## src/falc_pkg.sv

```systemverilog
// ----------------------------------------------------------------------------
// falc_pkg: shared types and constants of the fire alarm level controller
// Holds the register file layout, the per-tick item and state records, the
// cadence timing and the reset values of configuration and state.
// ----------------------------------------------------------------------------
package falc_pkg;

	localparam int unsigned TempW   = 11;
	localparam int unsigned GasW    = 10;
	localparam int unsigned CountW  = 10;
	localparam int unsigned SinceW  = 8;
	localparam int unsigned AddrW   = 5;
	localparam int unsigned DataW   = 32;
	localparam int unsigned InDataW = 24;
	localparam int unsigned OutDataW = 8;

	// register indexes (byte address = 4 * index)
	localparam logic [2:0] REG_TEMP_SAFE   = 3'd0;
	localparam logic [2:0] REG_TEMP_WARN   = 3'd1;
	localparam logic [2:0] REG_GAS_NORMAL  = 3'd2;
	localparam logic [2:0] REG_GAS_WARN    = 3'd3;
	localparam logic [2:0] REG_GAS_DANGER  = 3'd4;
	localparam logic [2:0] REG_TEMP_CHANGE = 3'd5;
	localparam logic [2:0] REG_GAS_CHANGE  = 3'd6;
	localparam logic [2:0] REG_PANIC_DEB   = 3'd7;

	typedef enum logic [1:0] {
		MODE_NONE   = 2'd0,
		MODE_WARN   = 2'd1,
		MODE_DANGER = 2'd2
	} mode_t;

	// lamp bit positions
	localparam int unsigned LAMP_GREEN  = 0;
	localparam int unsigned LAMP_YELLOW = 1;
	localparam int unsigned LAMP_RED    = 2;
	localparam logic [2:0] LampsGreen  = 3'b001;
	localparam logic [2:0] LampsYellow = 3'b010;
	localparam logic [2:0] LampsRed    = 3'b100;
	localparam logic [2:0] LampsAll    = 3'b111;

	localparam logic [CountW-1:0] WarnOnTicks    = 10'd400;
	localparam logic [CountW-1:0] WarnOffTicks   = 10'd600;
	localparam logic [CountW-1:0] DangerOnTicks  = 10'd150;
	localparam logic [CountW-1:0] DangerOffTicks = 10'd150;
	localparam logic [CountW-1:0] CountMax       = 10'd1023;
	localparam logic [SinceW-1:0] SinceMax       = 8'd255;
	localparam logic signed [TempW-1:0] DangerTemp = 11'sd420;

	typedef struct packed {
		logic signed [TempW-1:0] temp_safe_limit;
		logic signed [TempW-1:0] temp_warn_limit;
		logic [GasW-1:0]         gas_normal_limit;
		logic [GasW-1:0]         gas_warn_limit;
		logic [GasW-1:0]         gas_danger_limit;
		logic [7:0]              temp_change_min;
		logic [GasW-1:0]         gas_change_min;
		logic [SinceW-1:0]       panic_debounce_ticks;
	} cfg_t;

	localparam cfg_t CfgReset = '{
		temp_safe_limit:      11'sd350,
		temp_warn_limit:      11'sd380,
		gas_normal_limit:     10'd300,
		gas_warn_limit:       10'd500,
		gas_danger_limit:     10'd700,
		temp_change_min:      8'd2,
		gas_change_min:       10'd10,
		panic_debounce_ticks: 8'd50
	};

	typedef struct packed {
		logic                    panic_event;
		logic                    sample_valid;
		logic signed [TempW-1:0] temperature;
		logic [GasW-1:0]         gas_level;
		logic                    reset_pressed;
	} item_t;

	typedef struct packed {
		logic [2:0]              lamp_bits;
		mode_t                   alarm_mode;
		logic                    sounding;
		logic [CountW-1:0]       cadence_count;
		logic signed [TempW-1:0] last_temperature;
		logic [GasW-1:0]         last_gas;
		logic [SinceW-1:0]       since_panic;
	} state_t;

	localparam state_t StateReset = '{
		lamp_bits:        3'b000,
		alarm_mode:       MODE_NONE,
		sounding:         1'b0,
		cadence_count:    '0,
		last_temperature: '0,
		last_gas:         '0,
		since_panic:      '0
	};

endpackage

```

## src/fire_alarm_level_controller.sv

```systemverilog
// ----------------------------------------------------------------------------
// fire_alarm_level_controller: lamp and buzzer control of a fire alarm
// One stream item per millisecond tick in, one lamp/buzzer status out.
// ----------------------------------------------------------------------------
// Usage:
//  - Slave stream s_axis carries one tick per transfer: a panic press edge,
//    an optional temperature/gas sample (tuser marks it valid) and the
//    reset button level. Every accepted tick yields exactly one transfer on
//    m_axis: the three lamp levels, buzzer sounding, tone select and the
//    alarm level (none, warning, danger).
//  - Thresholds live in eight APB registers at byte addresses 0x00..0x1C;
//    write them only while the stream is idle. pready is tied high.
//  - Path: input register holds the tick, output register holds its status.
//  - Throughput: one tick per clock cycle unless m_axis is held off. The
//    whole tick fits in one pass of logic between the input and output
//    registers; the only loop is the state register fed back from that logic.
//  - Stall: when m_axis is held off, the output register keeps its status
//    and the input register holds one more tick; s_axis_tready drops once
//    both are full and rises in the cycle the receiver takes the status.
//  - Reset (arst_n low): lamps dark, alarm silent, counters and the last
//    sample cleared, registers back to their default thresholds, both
//    stream registers emptied.
// ----------------------------------------------------------------------------
module fire_alarm_level_controller (
	input  logic                              clk,
	input  logic                              arst_n,
	// APB configuration port
	input  logic                              psel,
	input  logic                              penable,
	input  logic                              pwrite,
	input  logic [falc_pkg::AddrW-1:0]        paddr,
	input  logic [falc_pkg::DataW-1:0]        pwdata,
	output logic [falc_pkg::DataW-1:0]        prdata,
	output logic                              pready,
	// tick input
	input  logic                              s_axis_tvalid,
	output logic                              s_axis_tready,
	// [0] panic_event, [11:1] temperature, [21:12] gas_level,
	// [22] reset_pressed, [23] zero
	input  logic [falc_pkg::InDataW-1:0]      s_axis_tdata,
	// [0] sample_valid
	input  logic                              s_axis_tuser,
	// status output
	output logic                              m_axis_tvalid,
	input  logic                              m_axis_tready,
	// [0] led_green, [1] led_yellow, [2] led_red, [3] buzzer_on,
	// [4] tone_high, [6:5] alarm_level, [7] zero
	output logic [falc_pkg::OutDataW-1:0]     m_axis_tdata
);

	falc_pkg::cfg_t   cfg;
	falc_pkg::item_t  item_s1;
	logic             valid_s1;
	falc_pkg::state_t state_q;
	falc_pkg::state_t state_nxt;
	logic             out_valid_q;
	logic [falc_pkg::OutDataW-1:0] out_data_q;
	logic             s_xfer;
	logic             adv;

	falc_regs u_regs (
		.clk     (clk),
		.arst_n  (arst_n),
		.psel    (psel),
		.penable (penable),
		.pwrite  (pwrite),
		.paddr   (paddr),
		.pwdata  (pwdata),
		.prdata  (prdata),
		.pready  (pready),
		.cfg     (cfg)
	);

	falc_step u_step (
		.cur  (state_q),
		.item (item_s1),
		.cfg  (cfg),
		.nxt  (state_nxt)
	);

	// advance the held tick whenever the output register is free or drains
	assign adv           = valid_s1 && (!out_valid_q || m_axis_tready);
	assign s_axis_tready = !valid_s1 || adv;
	assign s_xfer        = s_axis_tvalid && s_axis_tready;

	assign m_axis_tvalid = out_valid_q;
	assign m_axis_tdata  = out_data_q;

	// control: input and output occupancy
	always_ff @(posedge clk or negedge arst_n) begin
		if (!arst_n) begin
			valid_s1    <= 1'b0;
			out_valid_q <= 1'b0;
		end else begin
			if (s_xfer) begin
				valid_s1 <= 1'b1;
			end else if (adv) begin
				valid_s1 <= 1'b0;
			end
			if (adv) begin
				out_valid_q <= 1'b1;
			end else if (m_axis_tready) begin
				out_valid_q <= 1'b0;
			end
		end
	end

	// alarm state: advance once per tick
	always_ff @(posedge clk or negedge arst_n) begin
		if (!arst_n) begin
			state_q <= falc_pkg::StateReset;
		end else if (adv) begin
			state_q <= state_nxt;
		end
	end

	// payload: capture the tick, then the status it leaves behind
	always_ff @(posedge clk) begin
		if (s_xfer) begin
			item_s1.panic_event   <= s_axis_tdata[0];
			item_s1.temperature   <= s_axis_tdata[11:1];
			item_s1.gas_level     <= s_axis_tdata[21:12];
			item_s1.reset_pressed <= s_axis_tdata[22];
			item_s1.sample_valid  <= s_axis_tuser;
		end
		if (adv) begin
			out_data_q <= {1'b0,
				state_nxt.alarm_mode,
				(state_nxt.alarm_mode == falc_pkg::MODE_DANGER),
				state_nxt.sounding,
				state_nxt.lamp_bits[falc_pkg::LAMP_RED],
				state_nxt.lamp_bits[falc_pkg::LAMP_YELLOW],
				state_nxt.lamp_bits[falc_pkg::LAMP_GREEN]};
		end
	end

	// a held tick always leaves a status in the output register
	a_adv_fills_out: assert property (@(posedge clk) disable iff (!arst_n)
		adv |=> out_valid_q)
		else $error("tick advanced without loading the status register");

	// the tone select follows the danger level
	a_tone_level: assert property (@(posedge clk) disable iff (!arst_n)
		out_valid_q |-> (out_data_q[4] == (out_data_q[6:5] == falc_pkg::MODE_DANGER)))
		else $error("tone select disagrees with alarm level");

	// the buzzer never sounds with no alarm
	a_silent_none: assert property (@(posedge clk) disable iff (!arst_n)
		(state_q.alarm_mode == falc_pkg::MODE_NONE) |-> !state_q.sounding)
		else $error("buzzer sounding while no alarm is active");

	// lamps show one color, all colors, or none
	a_lamp_pattern: assert property (@(posedge clk) disable iff (!arst_n)
		$onehot0(state_q.lamp_bits) || (state_q.lamp_bits == falc_pkg::LampsAll))
		else $error("illegal lamp pattern");

	// an accepted panic press restarts the debounce window
	a_panic_window: assert property (@(posedge clk) disable iff (!arst_n)
		(adv && item_s1.panic_event
			&& (state_nxt.alarm_mode == falc_pkg::MODE_DANGER)
			&& (state_nxt.since_panic == '0))
		|=> (state_q.since_panic == '0))
		else $error("debounce counter not restarted by panic press");

	// a full input register takes no new tick until it can hand its own tick on
	a_no_overrun: assert property (@(posedge clk) disable iff (!arst_n)
		(valid_s1 && !adv) |-> !s_axis_tready)
		else $error("input register overrun");

endmodule

```

## src/falc_regs.sv

```systemverilog
// ----------------------------------------------------------------------------
// falc_regs: configuration register file
// Eight thresholds behind a simple APB port, written in the access phase,
// read back zero-extended.
// ----------------------------------------------------------------------------
module falc_regs (
	input  logic                             clk,
	input  logic                             arst_n,
	input  logic                             psel,
	input  logic                             penable,
	input  logic                             pwrite,
	input  logic [falc_pkg::AddrW-1:0]       paddr,
	input  logic [falc_pkg::DataW-1:0]       pwdata,
	output logic [falc_pkg::DataW-1:0]       prdata,
	output logic                             pready,
	output falc_pkg::cfg_t                   cfg
);

	falc_pkg::cfg_t cfg_q;
	logic [2:0]     reg_idx;
	logic           wr_en;

	assign reg_idx = paddr[falc_pkg::AddrW-1:2];
	assign pready  = 1'b1;
	assign wr_en   = psel && penable && pwrite && pready;
	assign cfg     = cfg_q;

	always_ff @(posedge clk or negedge arst_n) begin
		if (!arst_n) begin
			cfg_q <= falc_pkg::CfgReset;
		end else if (wr_en) begin
			unique case (reg_idx)
				falc_pkg::REG_TEMP_SAFE:   cfg_q.temp_safe_limit      <= pwdata[10:0];
				falc_pkg::REG_TEMP_WARN:   cfg_q.temp_warn_limit      <= pwdata[10:0];
				falc_pkg::REG_GAS_NORMAL:  cfg_q.gas_normal_limit     <= pwdata[9:0];
				falc_pkg::REG_GAS_WARN:    cfg_q.gas_warn_limit       <= pwdata[9:0];
				falc_pkg::REG_GAS_DANGER:  cfg_q.gas_danger_limit     <= pwdata[9:0];
				falc_pkg::REG_TEMP_CHANGE: cfg_q.temp_change_min      <= pwdata[7:0];
				falc_pkg::REG_GAS_CHANGE:  cfg_q.gas_change_min       <= pwdata[9:0];
				falc_pkg::REG_PANIC_DEB:   cfg_q.panic_debounce_ticks <= pwdata[7:0];
				default:                   cfg_q <= cfg_q;
			endcase
		end
	end

	always_comb begin
		unique case (reg_idx)
			falc_pkg::REG_TEMP_SAFE:   prdata = {21'd0, cfg_q.temp_safe_limit};
			falc_pkg::REG_TEMP_WARN:   prdata = {21'd0, cfg_q.temp_warn_limit};
			falc_pkg::REG_GAS_NORMAL:  prdata = {22'd0, cfg_q.gas_normal_limit};
			falc_pkg::REG_GAS_WARN:    prdata = {22'd0, cfg_q.gas_warn_limit};
			falc_pkg::REG_GAS_DANGER:  prdata = {22'd0, cfg_q.gas_danger_limit};
			falc_pkg::REG_TEMP_CHANGE: prdata = {24'd0, cfg_q.temp_change_min};
			falc_pkg::REG_GAS_CHANGE:  prdata = {22'd0, cfg_q.gas_change_min};
			falc_pkg::REG_PANIC_DEB:   prdata = {24'd0, cfg_q.panic_debounce_ticks};
			default:                   prdata = '0;
		endcase
	end

endmodule

```

## src/falc_step.sv

```systemverilog
// ----------------------------------------------------------------------------
// falc_step: next-state logic for one millisecond tick
// Panic press, then buzzer cadence, then sample evaluation, in that order.
// ----------------------------------------------------------------------------
module falc_step (
	input  falc_pkg::state_t cur,
	input  falc_pkg::item_t  item,
	input  falc_pkg::cfg_t   cfg,
	output falc_pkg::state_t nxt
);

	logic signed [falc_pkg::TempW:0] dt_raw;
	logic [falc_pkg::TempW:0]        dt_abs;
	logic signed [falc_pkg::GasW:0]  dg_raw;
	logic [falc_pkg::GasW:0]         dg_abs;
	logic [falc_pkg::CountW-1:0]     interval;
	logic                            changed;
	logic                            safe_hit;
	logic                            warn_hit;
	logic                            danger_hit;

	// distance from the last evaluated sample
	assign dt_raw = {item.temperature[falc_pkg::TempW-1], item.temperature}
		- {cur.last_temperature[falc_pkg::TempW-1], cur.last_temperature};
	assign dt_abs = dt_raw[falc_pkg::TempW] ? (-dt_raw) : dt_raw;
	assign dg_raw = {1'b0, item.gas_level} - {1'b0, cur.last_gas};
	assign dg_abs = dg_raw[falc_pkg::GasW] ? (-dg_raw) : dg_raw;

	assign changed = (dt_abs >= {4'd0, cfg.temp_change_min})
		|| (dg_abs >= {1'b0, cfg.gas_change_min});

	assign safe_hit = (item.temperature <= cfg.temp_safe_limit)
		&& (item.gas_level <= cfg.gas_normal_limit);
	assign warn_hit = ((item.temperature > cfg.temp_safe_limit)
		&& (item.temperature <= cfg.temp_warn_limit))
		|| ((item.gas_level >= cfg.gas_warn_limit)
		&& (item.gas_level <= cfg.gas_danger_limit));
	assign danger_hit = (item.temperature > cfg.temp_warn_limit)
		|| (item.temperature >= falc_pkg::DangerTemp)
		|| (item.gas_level >= cfg.gas_danger_limit);

	always_comb begin
		nxt = cur;

		// saturating tick counters
		if (cur.since_panic != falc_pkg::SinceMax) begin
			nxt.since_panic = cur.since_panic + 1'b1;
		end
		if (cur.cadence_count != falc_pkg::CountMax) begin
			nxt.cadence_count = cur.cadence_count + 1'b1;
		end

		if (item.panic_event && (nxt.since_panic >= cfg.panic_debounce_ticks)) begin
			nxt.since_panic   = '0;
			nxt.lamp_bits     = falc_pkg::LampsRed;
			nxt.alarm_mode    = falc_pkg::MODE_DANGER;
			nxt.cadence_count = '0;
			nxt.sounding      = 1'b0;
		end

		unique case (nxt.alarm_mode)
			falc_pkg::MODE_WARN: begin
				interval = nxt.sounding ? falc_pkg::WarnOnTicks : falc_pkg::WarnOffTicks;
			end
			falc_pkg::MODE_DANGER: begin
				interval = nxt.sounding ? falc_pkg::DangerOnTicks : falc_pkg::DangerOffTicks;
			end
			default: begin
				interval = falc_pkg::CountMax;
			end
		endcase
		if ((nxt.alarm_mode != falc_pkg::MODE_NONE) && (nxt.cadence_count >= interval)) begin
			nxt.cadence_count = '0;
			nxt.sounding      = !nxt.sounding;
		end

		if (item.sample_valid) begin
			if (item.reset_pressed) begin
				nxt.lamp_bits  = falc_pkg::LampsAll;
				nxt.alarm_mode = falc_pkg::MODE_NONE;
				nxt.sounding   = 1'b0;
			end else if (changed) begin
				priority if (safe_hit) begin
					nxt.alarm_mode       = falc_pkg::MODE_NONE;
					nxt.sounding         = 1'b0;
					nxt.lamp_bits        = falc_pkg::LampsGreen;
					nxt.last_temperature = item.temperature;
					nxt.last_gas         = item.gas_level;
				end else if (warn_hit) begin
					nxt.alarm_mode       = falc_pkg::MODE_WARN;
					nxt.cadence_count    = '0;
					nxt.sounding         = 1'b0;
					nxt.lamp_bits        = falc_pkg::LampsYellow;
					nxt.last_temperature = item.temperature;
					nxt.last_gas         = item.gas_level;
				end else if (danger_hit) begin
					nxt.alarm_mode       = falc_pkg::MODE_DANGER;
					nxt.cadence_count    = '0;
					nxt.sounding         = 1'b0;
					nxt.lamp_bits        = falc_pkg::LampsRed;
					nxt.last_temperature = item.temperature;
					nxt.last_gas         = item.gas_level;
				end else begin
					// no band matched: keep everything, including the last sample
					nxt.last_gas = cur.last_gas;
				end
			end
		end
	end

endmodule

```

## config.mk

```make
export PLATFORM = sky130hd
export DESIGN_NAME = fire_alarm_level_controller
export DESIGN_NICKNAME = d
export VERILOG_FILES = /design/src/falc_pkg.sv /design/src/fire_alarm_level_controller.sv /design/src/falc_regs.sv /design/src/falc_step.sv
export SDC_FILE = /design/constraint.sdc
export NUM_CORES = 1
export LEC_CHECK = 0
export ABC_AREA = 0
export BUFFER_PORTS_ARGS = -buffer_cell sky130_fd_sc_hd__buf_2
export CAP_MARGIN = 25
export CELL_PAD_IN_SITES_DETAIL_PLACEMENT = 0
export CELL_PAD_IN_SITES_GLOBAL_PLACEMENT = 1
export CORE_AREA = 2 2 120 210
export DETAILED_ROUTE_END_ITERATION = 6
export DIE_AREA = 0 0 122 212
export PLACE_DENSITY_LB_ADDON = 0.08
export SLEW_MARGIN = 20
export SYNTH_ARGS = -nofsm -noshare
export SYNTH_HDL_FRONTEND = slang
export SYNTH_HIERARCHICAL = 1
export SYNTH_SLANG_ARGS = --single-unit
```

## constraint.sdc

```tcl
create_clock -name clk -period 6.8 [get_ports clk]
set_input_delay 0.34 -clock clk [delete_from_list [all_inputs] [get_ports clk]]
set_output_delay 0.34 -clock clk [all_outputs]
set_load 0.02 [all_outputs]
```

==> After elaboration in Yosys (flattened, before gate mapping) <==
Index checks and enable logic that the tools add are counted.
{ "word_totals": {"ff_bits": 156, "latchBits": 0, "mem_bits_rw": 0, "rom_bits": 0, "inputBits": 69, "output_inout_bits": 43, "word_cells": 111, "mem_count": 0} }
{ "op_classes": {"addsub": 6, "n_mul": 0, "n_div": 0, "magnitude_cmp": 13, "eq_ne": 12, "shifts": 0, "mux": 24, "n_bitwise": 1, "n_reduce_logical": 32} }
{ "ops": {"columns": ["operator", "count"], "rows": [
  ["$pmux 32 s8", 1],
  ["$mux 37", 3],
  ["$mux 10", 4],
  ["$mux 31", 1],
  ["$ge 10x10->1", 3],
  ["$mux 27", 1],
  ["$gt 11x11->1", 2],
  ["$le 11x11->1", 2],
  ["$mux 11", 2],
  ["$mux 21", 1],
  ["$le 10x10->1", 2],
  ["$pmux 10 s2", 1],
  ["$mux 16", 1],
  ["$mux 8", 2],
  ["$reduce_and 2->1", 8],
  ["$eq 3x3->1 const B", 4],
  ["$ge 12x8->1", 1],
  ["$mux 12", 1],
  ["$mux 6", 2],
  ["$neg 12->12", 1],
  ["$sub 11x11->12", 1],
  ["$ge 11x10->1", 1],
  ["$ge 11x10->1 const B", 1],
  ["$neg 11->11", 1],
  ["other kinds (19)", 41]
]} }

==> Logic depth before layout (Yosys ltp) <==
Gate-level depths: netlist of the first run.
{ "logic_depth": {"word_depth": 17, "mapped_depth": 24, "depth_no_buf": 23} }

==> Cells and area by module <==
The synthesis of the first run kept the hierarchy.
{ "modules_own_cells": {"columns": ["module", "instances", "cells_per_inst", "area_each_um2", "seq_area_each_um2"], "rows": [
  ["falc_step", 1, 654, 4748.3, 0.0],
  ["falc_regs", 1, 291, 3865.0, 1994.4],
  ["fire_alarm_level_controller", 1, 137, 2877.8, 2107.0]
]} }

==> Worst setup path after synthesis of the first run <==
No wires, ideal clock.
{ "synth_timing": {"kind": "flip-flop to flip-flop", "start": "register item_s1[1] (netlist bit)", "end": "register state_q[22] (netlist bit)", "setup_ns": 0.125, "arrival_ns": 5.139, "t_required_ns": 6.675, "path_slack_ns": 1.536, "stages_incl_launch_ff": 22, "n_path_buf": 1, "synth_period_minus_slack_ns": 5.264, "path_cell_list": "edfxtp_1 > inv_1 > ha_1 > inv_1 > fa_1 > a211oi_1 > nor2_1 > xnor2_1 > or4b_2 > nor4_1 > nor2_1 > xnor2_1 > ha_1 > a21o_1 > a211oi_1 > o211ai_1 > a211o_1 > a211oi_4 > nor3_2 > buf_6 > mux2_4 > mux2_4"} }
{ "synth_between": {"elab_chain_len": 6, "word_cells_on_any_way": 17, "cone_classes": "2 x add/sub; 5 x order compare; 3 x mux; 7 x reduce/logical"} }
{ "synth_lines": {"columns": ["element", "line", "text"], "rows": [
  ["from (decl)", "fire_alarm_level_controller.sv:52", "falc_pkg::item_t item_s1;"],
  ["$sub 10x10->11", "falc_step.sv:26", "assign dg_raw = {1'b0, item.gas_level} - {1'b0, cur.last_gas};"],
  ["$neg 11->11", "falc_step.sv:27", "assign dg_abs = dg_raw[falc_pkg::GasW] ? (-dg_raw) : dg_raw;"],
  ["$mux 11", "falc_step.sv:27", null],
  ["$ge 11x10->1", "falc_step.sv:30", "|| (dg_abs >= {1'b0, cfg.gas_change_min});"],
  ["$logic_or 1x1->1", "falc_step.sv:30", null],
  ["$reduce_and 5->1 (no line)", null, null],
  ["to (signal assigned)", "fire_alarm_level_controller.sv:111", "state_q <= falc_pkg::StateReset;"],
  ["to (signal assigned)", "fire_alarm_level_controller.sv:113", "state_q <= state_nxt;"],
  ["to (decl)", "fire_alarm_level_controller.sv:54", "falc_pkg::state_t state_q;"]
]} }
Several ways; a longest one is shown, not always the timed one.
A chain may end at the register's enable or synchronous reset.

==> Worst setup path in the final report of the first run <==
{ "layout_timing": {"start": "register item_s1[1] (netlist bit)", "end": "register state_q[19] (netlist bit)"} }
Same word-level chain as after synthesis.

==> results.ini, run 1 <==
[clock_network]
numCtsBuffers = 17
cts_root_buffer = clkbuf_16
hold_buffers = 0
path_clk_slew_ps = 70
cts-htree-levels = 4
clk_latency_ps = 450
cts_buffer_depth = 2
clkSinkCount = 156
ctsResizeCount = 0
post_cts_buffers = 0
cts_tree = yes

[power_and_ir_drop]
swShare_pct = 40.0
p_int_w = 0.00292
power_density_mw_per_mm2 = 388
leakagePower_nw = 5.87
clockPowerShare_pct = 19.1
combPwrFrac_pct = 51.8
ir_worst_vdd_v = 0.000197
p_switching_w = 0.00195
seqPwrFrac_pct = 29.1

[critical_path]
rr_startpoint = item_s1[1]$_DFFE_PP_
cpPeakStageDelay_ps = 680
end_kind = register
reg2regPathDepth = 21
worstSetupStartpointType = register
r2r-end = state_q[19]$_DFFE_PN0P_
path_delay_family = compound AO/OA/AOI/OAI gates
r2r_slack_ps = 670
critPathBufInv = 3
cp_data_arrival_time_ps = 6460
required_ps = 7130
cp_slowest_cell = or4b_2
critical_path_class = reg -> reg
path_max_fanout = 11
path_cells = inv_1 > ha_1 > inv_1 > fa_1 > a211oi_1 > nor2_1 > xnor2_1 > or4b_2 > nor4_1 > nor2_1 > xnor2_1 > ha_1 > a21o_1 > a211oi_1 > o211ai_1 > a211o_1 > a211oi_4 > nor3_4 > buf_4 > mux2_4 > mux2_4

[floorplanning]
initial_core_util_pct = 47.4
dieHeight_microns = 212
die_w_microns = 122
die_area_sq_mm = 0.0259
coreArea_sq_mm = 0.0242
ios = 112
num_rows = 76

[global_route]
grt_max_degree = 66
track_usage_pct = 23.7
grt_pass1_wl_mm = 45.6
grt.overflow.total = 0
grt_pass1_vias = 8220
antenna_found_initial = 0

[timing]
setup_violations = 0
fin_skew_ps = 8.57
final_hold_viol_count = 3
finalSetupTns_ps = 0
period_needed_ps = 6130
fmax_mhz = 163
finalMaxSlewViolations = 0
tightest_slew_ps = 974
fin_crit_sh_pct = 90.1
holdWs_ps = -1.08
rsz0062_at_grt = false
max-slew-margin-rel_pct = 35.1

[synthesis]
synthArstFlopShare_pct = 80.1
yosys_warnings = 6
synth_top_family_by_area = multiplexers
synth.most_common_cell = inv_1
synth_edf_count = 31
yosys-top-cells-area = dfrtp_1 20%, ha_1 12%, mux2_4 9.0%
synth_top_area_share_pct = 19.8
ys_ff_latch = 156
synth_ff_type = dfrtp_1
synth_top_cell_by_area = dfrtp_1
yosysSeqAreaShare_pct = 35.7
syn-mean-instance-area_sq_um = 10.6
synth_top_cells_by_count = 117 x inv_1, 112 x ha_1, 91 x dfrtp_1
synth-compound-area-share_pct = 10.9
synth-xor-area-share_pct = 3.04
synthCells = 1082
syn_area_sq_mm = 0.0115
synth-simple-area-share_pct = 11.4
muxShareOfSynthArea_pct = 19.4
yosys.area_share.adder_pct = 12.5
synth_cell_types = 78

[cells_and_area]
final_cells = 1467
num_antenna_cells = 0
utilization_pct = 51.8
drive_gt1_share_pct = 26.8
area_growth_syn_to_layout_pct = 9.28
nNetsFinal = 1325
design_area_sq_mm = 0.0126
fill_cells = 2233

[routing]
totalWireLength_mm = 29.1
post_drt_wl_per_cell_microns = 19.8
firstDrtPassIters = 4
vias = 7980
drcViolationCount = 0
drtIter0Drc = 289
final_antenna_net_count = 0
routed_via_density = 5.44

[place]
dpl-instance-area_sq_mm = 0.0120
numPlacedInstances = 1434
portBuffers = 64
dp.final_hpwl_mm = 21.8
place.gp.congestion = 0.818

[status]
violations = hold timing
status = finished, violations left

[hold_path]
hp-class = in -> async

[run]
max_cap_violations = 0

[routing by layer]
| metal | routed length (microns) | vias up | part of all wire [%] | GRT usage (%) |
|---|---|---|---|---|
| met5 | 0 | - | 0 | 0 |
| met4 | 908 | 0 | 3.1 | 10.7 |
| met3 | 847 | 33 | 2.9 | 3.54 |
| met2 | 15700 | 120 | 54 | 42.9 |
| met1 | 11600 | 3876 | 40 | 27.1 |
| li1 | - | 3951 | - | - |
[registers in the layout, summed over array words and instances (netlist names)]
name           flops
item_s1           24
m_axis_tdata       7
m_axis_tvalid      1
state_q           45
u_regs/cfg        78
valid_s1           1
[stage by stage]
stage                     power, W  setup WS, ps
after floorplan            0.00337          1540
after global routing       0.00528           260
after global placement     0.00392           725
after CTS                  0.00492           682
final                      0.00487           672
after detailed placement   0.00396           682
[power groups by stage]
stage	logic [W]	registers (W)	clock network [W]
finish	0.00252	0.00142	0.000928
global route	0.00284	0.00145	0.000990
CTS	0.00255	0.00142	0.000951
detailed placement	0.00253	0.00143	0
global placement	0.00249	0.00143	0
floorplan	0.00200	0.00136	0
[how the worst max path moves through the flow]
stage | start | endpoint | slack [ps] | depth (start not counted)
floorplan | item_s1[1]$_DFFE_PP_ | state_q[22]$_DFFE_PN0P_ | 1540 | 21
global placement | item_s1[1]$_DFFE_PP_ | state_q[19]$_DFFE_PN0P_ | 720 | 21
detailed placement | item_s1[1]$_DFFE_PP_ | state_q[19]$_DFFE_PN0P_ | 680 | 21
CTS | item_s1[1]$_DFFE_PP_ | state_q[19]$_DFFE_PN0P_ | 680 | 21
global route | item_s1[1]$_DFFE_PP_ | state_q[18]$_DFFE_PN0P_ | 260 | 21
finish | item_s1[1]$_DFFE_PP_ | state_q[19]$_DFFE_PN0P_ | 670 | 21
[cells by family after synthesis]
group | Yosys count
AND/OR/NAND/NOR | 243
AO/OA/AOI/OAI | 184
multiplexers | 176
buffers and inverters | 167
flip-flops | 156
adder cells (fa/ha/maj) | 114
XOR/XNOR | 39
other | 3
[layout by cell type (no fill, tap or decap), types with 4 or more instances in the layout]
cell type	synthesis	final
a211oi_1	11	11
edfxtp_1	31	31
and3_1	8	8
mux2_2	78	78
clkinvlp_4	0	4
and2_1	5	5
a31oi_1	10	10
xor2_1	11	11
a211o_1	6	6
mux2i_1	27	27
o22ai_1	9	9
o21ai_0	30	30
clkinv_2	0	4
xnor2_1	27	27
nand3_1	15	15
or3_1	6	6
nand2b_1	22	22
conb_1	3	23
o22a_1	9	9
nand2_1	35	35
buf_2	7	63
a21oi_1	45	44
nor2b_1	22	22
ha_1	112	112
o211ai_1	4	4
nand3b_1	4	4
a21o_1	20	20
inv_1	117	117
nand4_1	16	16
dfstp_2	34	34
dfrtp_1	91	91
clkbuf_16	0	19
nor3_1	18	18
buf_4	25	7
mux2_4	69	69
nor2_1	64	64
nor2_2	4	4
[worst register-to-register path, delay by kind of cell (launching register included)]
| family | cells | cell delay, ps |
|---|---|---|
| AOI/OAI and AO/OA | 6 | 1700 |
| xor gates and xnor gates | 2 | 410 |
| adders and majority gates | 3 | 880 |
| buffers and inverters | 3 | 490 |
| DFF | 1 | 380 |
| muxes | 2 | 600 |
| and+or+nand+nor | 5 | 1550 |
[cell type report]
cell class	count	area [sq um]	area share [%]
Clock buffer	20	479	3.82
Clock inverter	12	82.6	0.658
Inverter	117	439	3.50
Multi-Input combinational cell	779	6690	53.2
Sequential cell	156	4100	32.7
Tap cell	312	390	3.11
Timing Repair Buffer	71	379	3.02
Power figures use the tool's default switching activity.
==> run 2, diff against run 1 <==
--- a/config.mk
+++ b/config.mk
@@ -11,9 +11,10 @@
 export CELL_PAD_IN_SITES_DETAIL_PLACEMENT = 0
 export CELL_PAD_IN_SITES_GLOBAL_PLACEMENT = 1
 export CORE_AREA = 2 2 120 210
+export CTS_CLUSTER_SIZE = 16
 export DETAILED_ROUTE_END_ITERATION = 6
 export DIE_AREA = 0 0 122 212
-export PLACE_DENSITY_LB_ADDON = 0.08
+export PLACE_DENSITY_LB_ADDON = 0.1
 export SLEW_MARGIN = 20
 export SYNTH_ARGS = -nofsm -noshare
 export SYNTH_HDL_FRONTEND = slang
==> results.ini, run 2 (synthesis results as in run 1) <==
[routing]
totalWireLength_mm = 29.1
drtIter0Drc = 330
routed_via_density = 5.60
drcViolationCount = 0
firstDrtPassIters = 4
final_antenna_net_count = 0
vias = 8214
post_drt_wl_per_cell_microns = 19.9

[run]
max_cap_violations = 0

[critical_path]
rr_startpoint = item_s1[1]$_DFFE_PP_
path_cells = inv_1 > ha_1 > inv_1 > fa_1 > a211oi_1 > nor2_1 > xnor2_1 > or4b_2 > nor4_1 > nor2_1 > xnor2_1 > ha_1 > a21o_1 > a211oi_1 > o211ai_1 > a211o_1 > a211oi_4 > nor3_4 > buf_4 > mux2_4 > mux2_4
worstSetupStartpointType = register
r2r_slack_ps = 620
path_max_fanout = 11
cp_data_arrival_time_ps = 6510
reg2regPathDepth = 21
path_delay_family = compound AO/OA/AOI/OAI gates
critical_path_class = reg -> reg
required_ps = 7130
cp_slowest_cell = or4b_2
critPathBufInv = 3
r2r-end = state_q[19]$_DFFE_PN0P_
cpPeakStageDelay_ps = 680
end_kind = register

[clock_network]
cts_buffer_depth = 2
cts-htree-levels = 4
cts_tree = yes
path_clk_slew_ps = 70
hold_buffers = 0
numCtsBuffers = 17
clk_latency_ps = 450
cts_root_buffer = clkbuf_16
clkSinkCount = 156
post_cts_buffers = 0
ctsResizeCount = 0

[global_route]
use_met3_pct = 3.00
track_usage_pct = 23.4
grt_busiest_layer = met2
grt.overflow.total = 0
antenna_found_initial = 0
grt_pass1_vias = 8103
grt_max_degree = 66
use_met1_pct = 26.9
grt_pass1_wl_mm = 45.2
grt_util_met2_pct = 43.2

[timing]
max-slew-margin-rel_pct = 31.9
finalMaxSlewViolations = 0
finalSetupTns_ps = 0
fin_skew_ps = 9.03
final_hold_viol_count = 0
tightest_slew_ps = 1020
rsz0062_at_grt = false
setup_slack_ps = 624
setup_violations = 0
period_needed_ps = 6180
fin_crit_sh_pct = 90.8
fmax_mhz = 162

[power_and_ir_drop]
ir_worst_vdd_v = 0.000202
leakagePower_nw = 5.90
power_density_mw_per_mm2 = 391

[place]
preCtsSetupSlack_ps = 662
place.gp.congestion = 0.811
portBuffers = 64
numPlacedInstances = 1435
dp.final_hpwl_mm = 21.9

[floorplanning]
initial_core_util_pct = 47.4
coreArea_sq_mm = 0.0242
num_rows = 76
die_w_microns = 122
die_area_sq_mm = 0.0259
dieHeight_microns = 212
ios = 112

[status]
status = complete, no violations

[cells_and_area]
nNetsFinal = 1325
fill_cells = 2256
num_antenna_cells = 0
final_cell_mix = 117 x inv_1, 112 x ha_1, 91 x dfrtp_1
drive_gt1_share_pct = 26.8
largest_reg_flops = 78
area_growth_syn_to_layout_pct = 9.58
final_cells = 1467
layout_commonest_cell = inv_1

[hold_path]
hp-class = in -> async

run 2: per-layer routing:
layer,vias to the layer above,part of all wire [%]
met5,-,0
li1,3960,-
met1,4090,40
met3,35,2.3
met4,0,3.1
met2,129,54
run 2: final cells by class:
type,count,area (sq um),share of cell area [%]
clock inverters,11,115,0.914
clock buffers,21,482,3.83
repair buffers,71,379,3.01
flip-flops and latches,156,4100,32.6
multi-input cells,779,6690,53.1
well taps,312,390,3.10
inverters,117,439,3.49
run 2: metrics by stage:
stage | instance area [sq um] | hold slack [ps] | power (W) | util, %
final | 12600 | 20.0 | 0.00492 | 51.9
after global routing | 12600 | 47.4 | 0.00533 | 51.9
after CTS | 12600 | 41.0 | 0.00497 | 51.9
after detailed placement | 12000 | 484 | 0.00396 | 49.5
after global placement | 12000 | 493 | 0.00391 | 49.4
after floorplan | 11600 | 44.4 | 0.00337 | -
run 2: worst max path at each step:
stage / startpoint / endpoint / slack [ps] / depth (start not counted)
after floorplan: item_s1[1]$_DFFE_PP_ / state_q[22]$_DFFE_PN0P_ / 1540 / 21
after global placement: item_s1[1]$_DFFE_PP_ / state_q[18]$_DFFE_PN0P_ / 690 / 21
after detailed placement: item_s1[1]$_DFFE_PP_ / state_q[19]$_DFFE_PN0P_ / 660 / 21
after CTS: item_s1[1]$_DFFE_PP_ / state_q[19]$_DFFE_PN0P_ / 610 / 21
after global routing: item_s1[1]$_DFFE_PP_ / state_q[18]$_DFFE_PN0P_ / 200 / 21
final: item_s1[1]$_DFFE_PP_ / state_q[19]$_DFFE_PN0P_ / 620 / 21
run 2: where the power goes:
group / internal, W / total (W) / switching, W
logic: 0.00120 / 0.00252 / 0.00132
registers: 0.00121 / 0.00142 / 0.000209
clock network: 0.000578 / 0.000984 / 0.000406
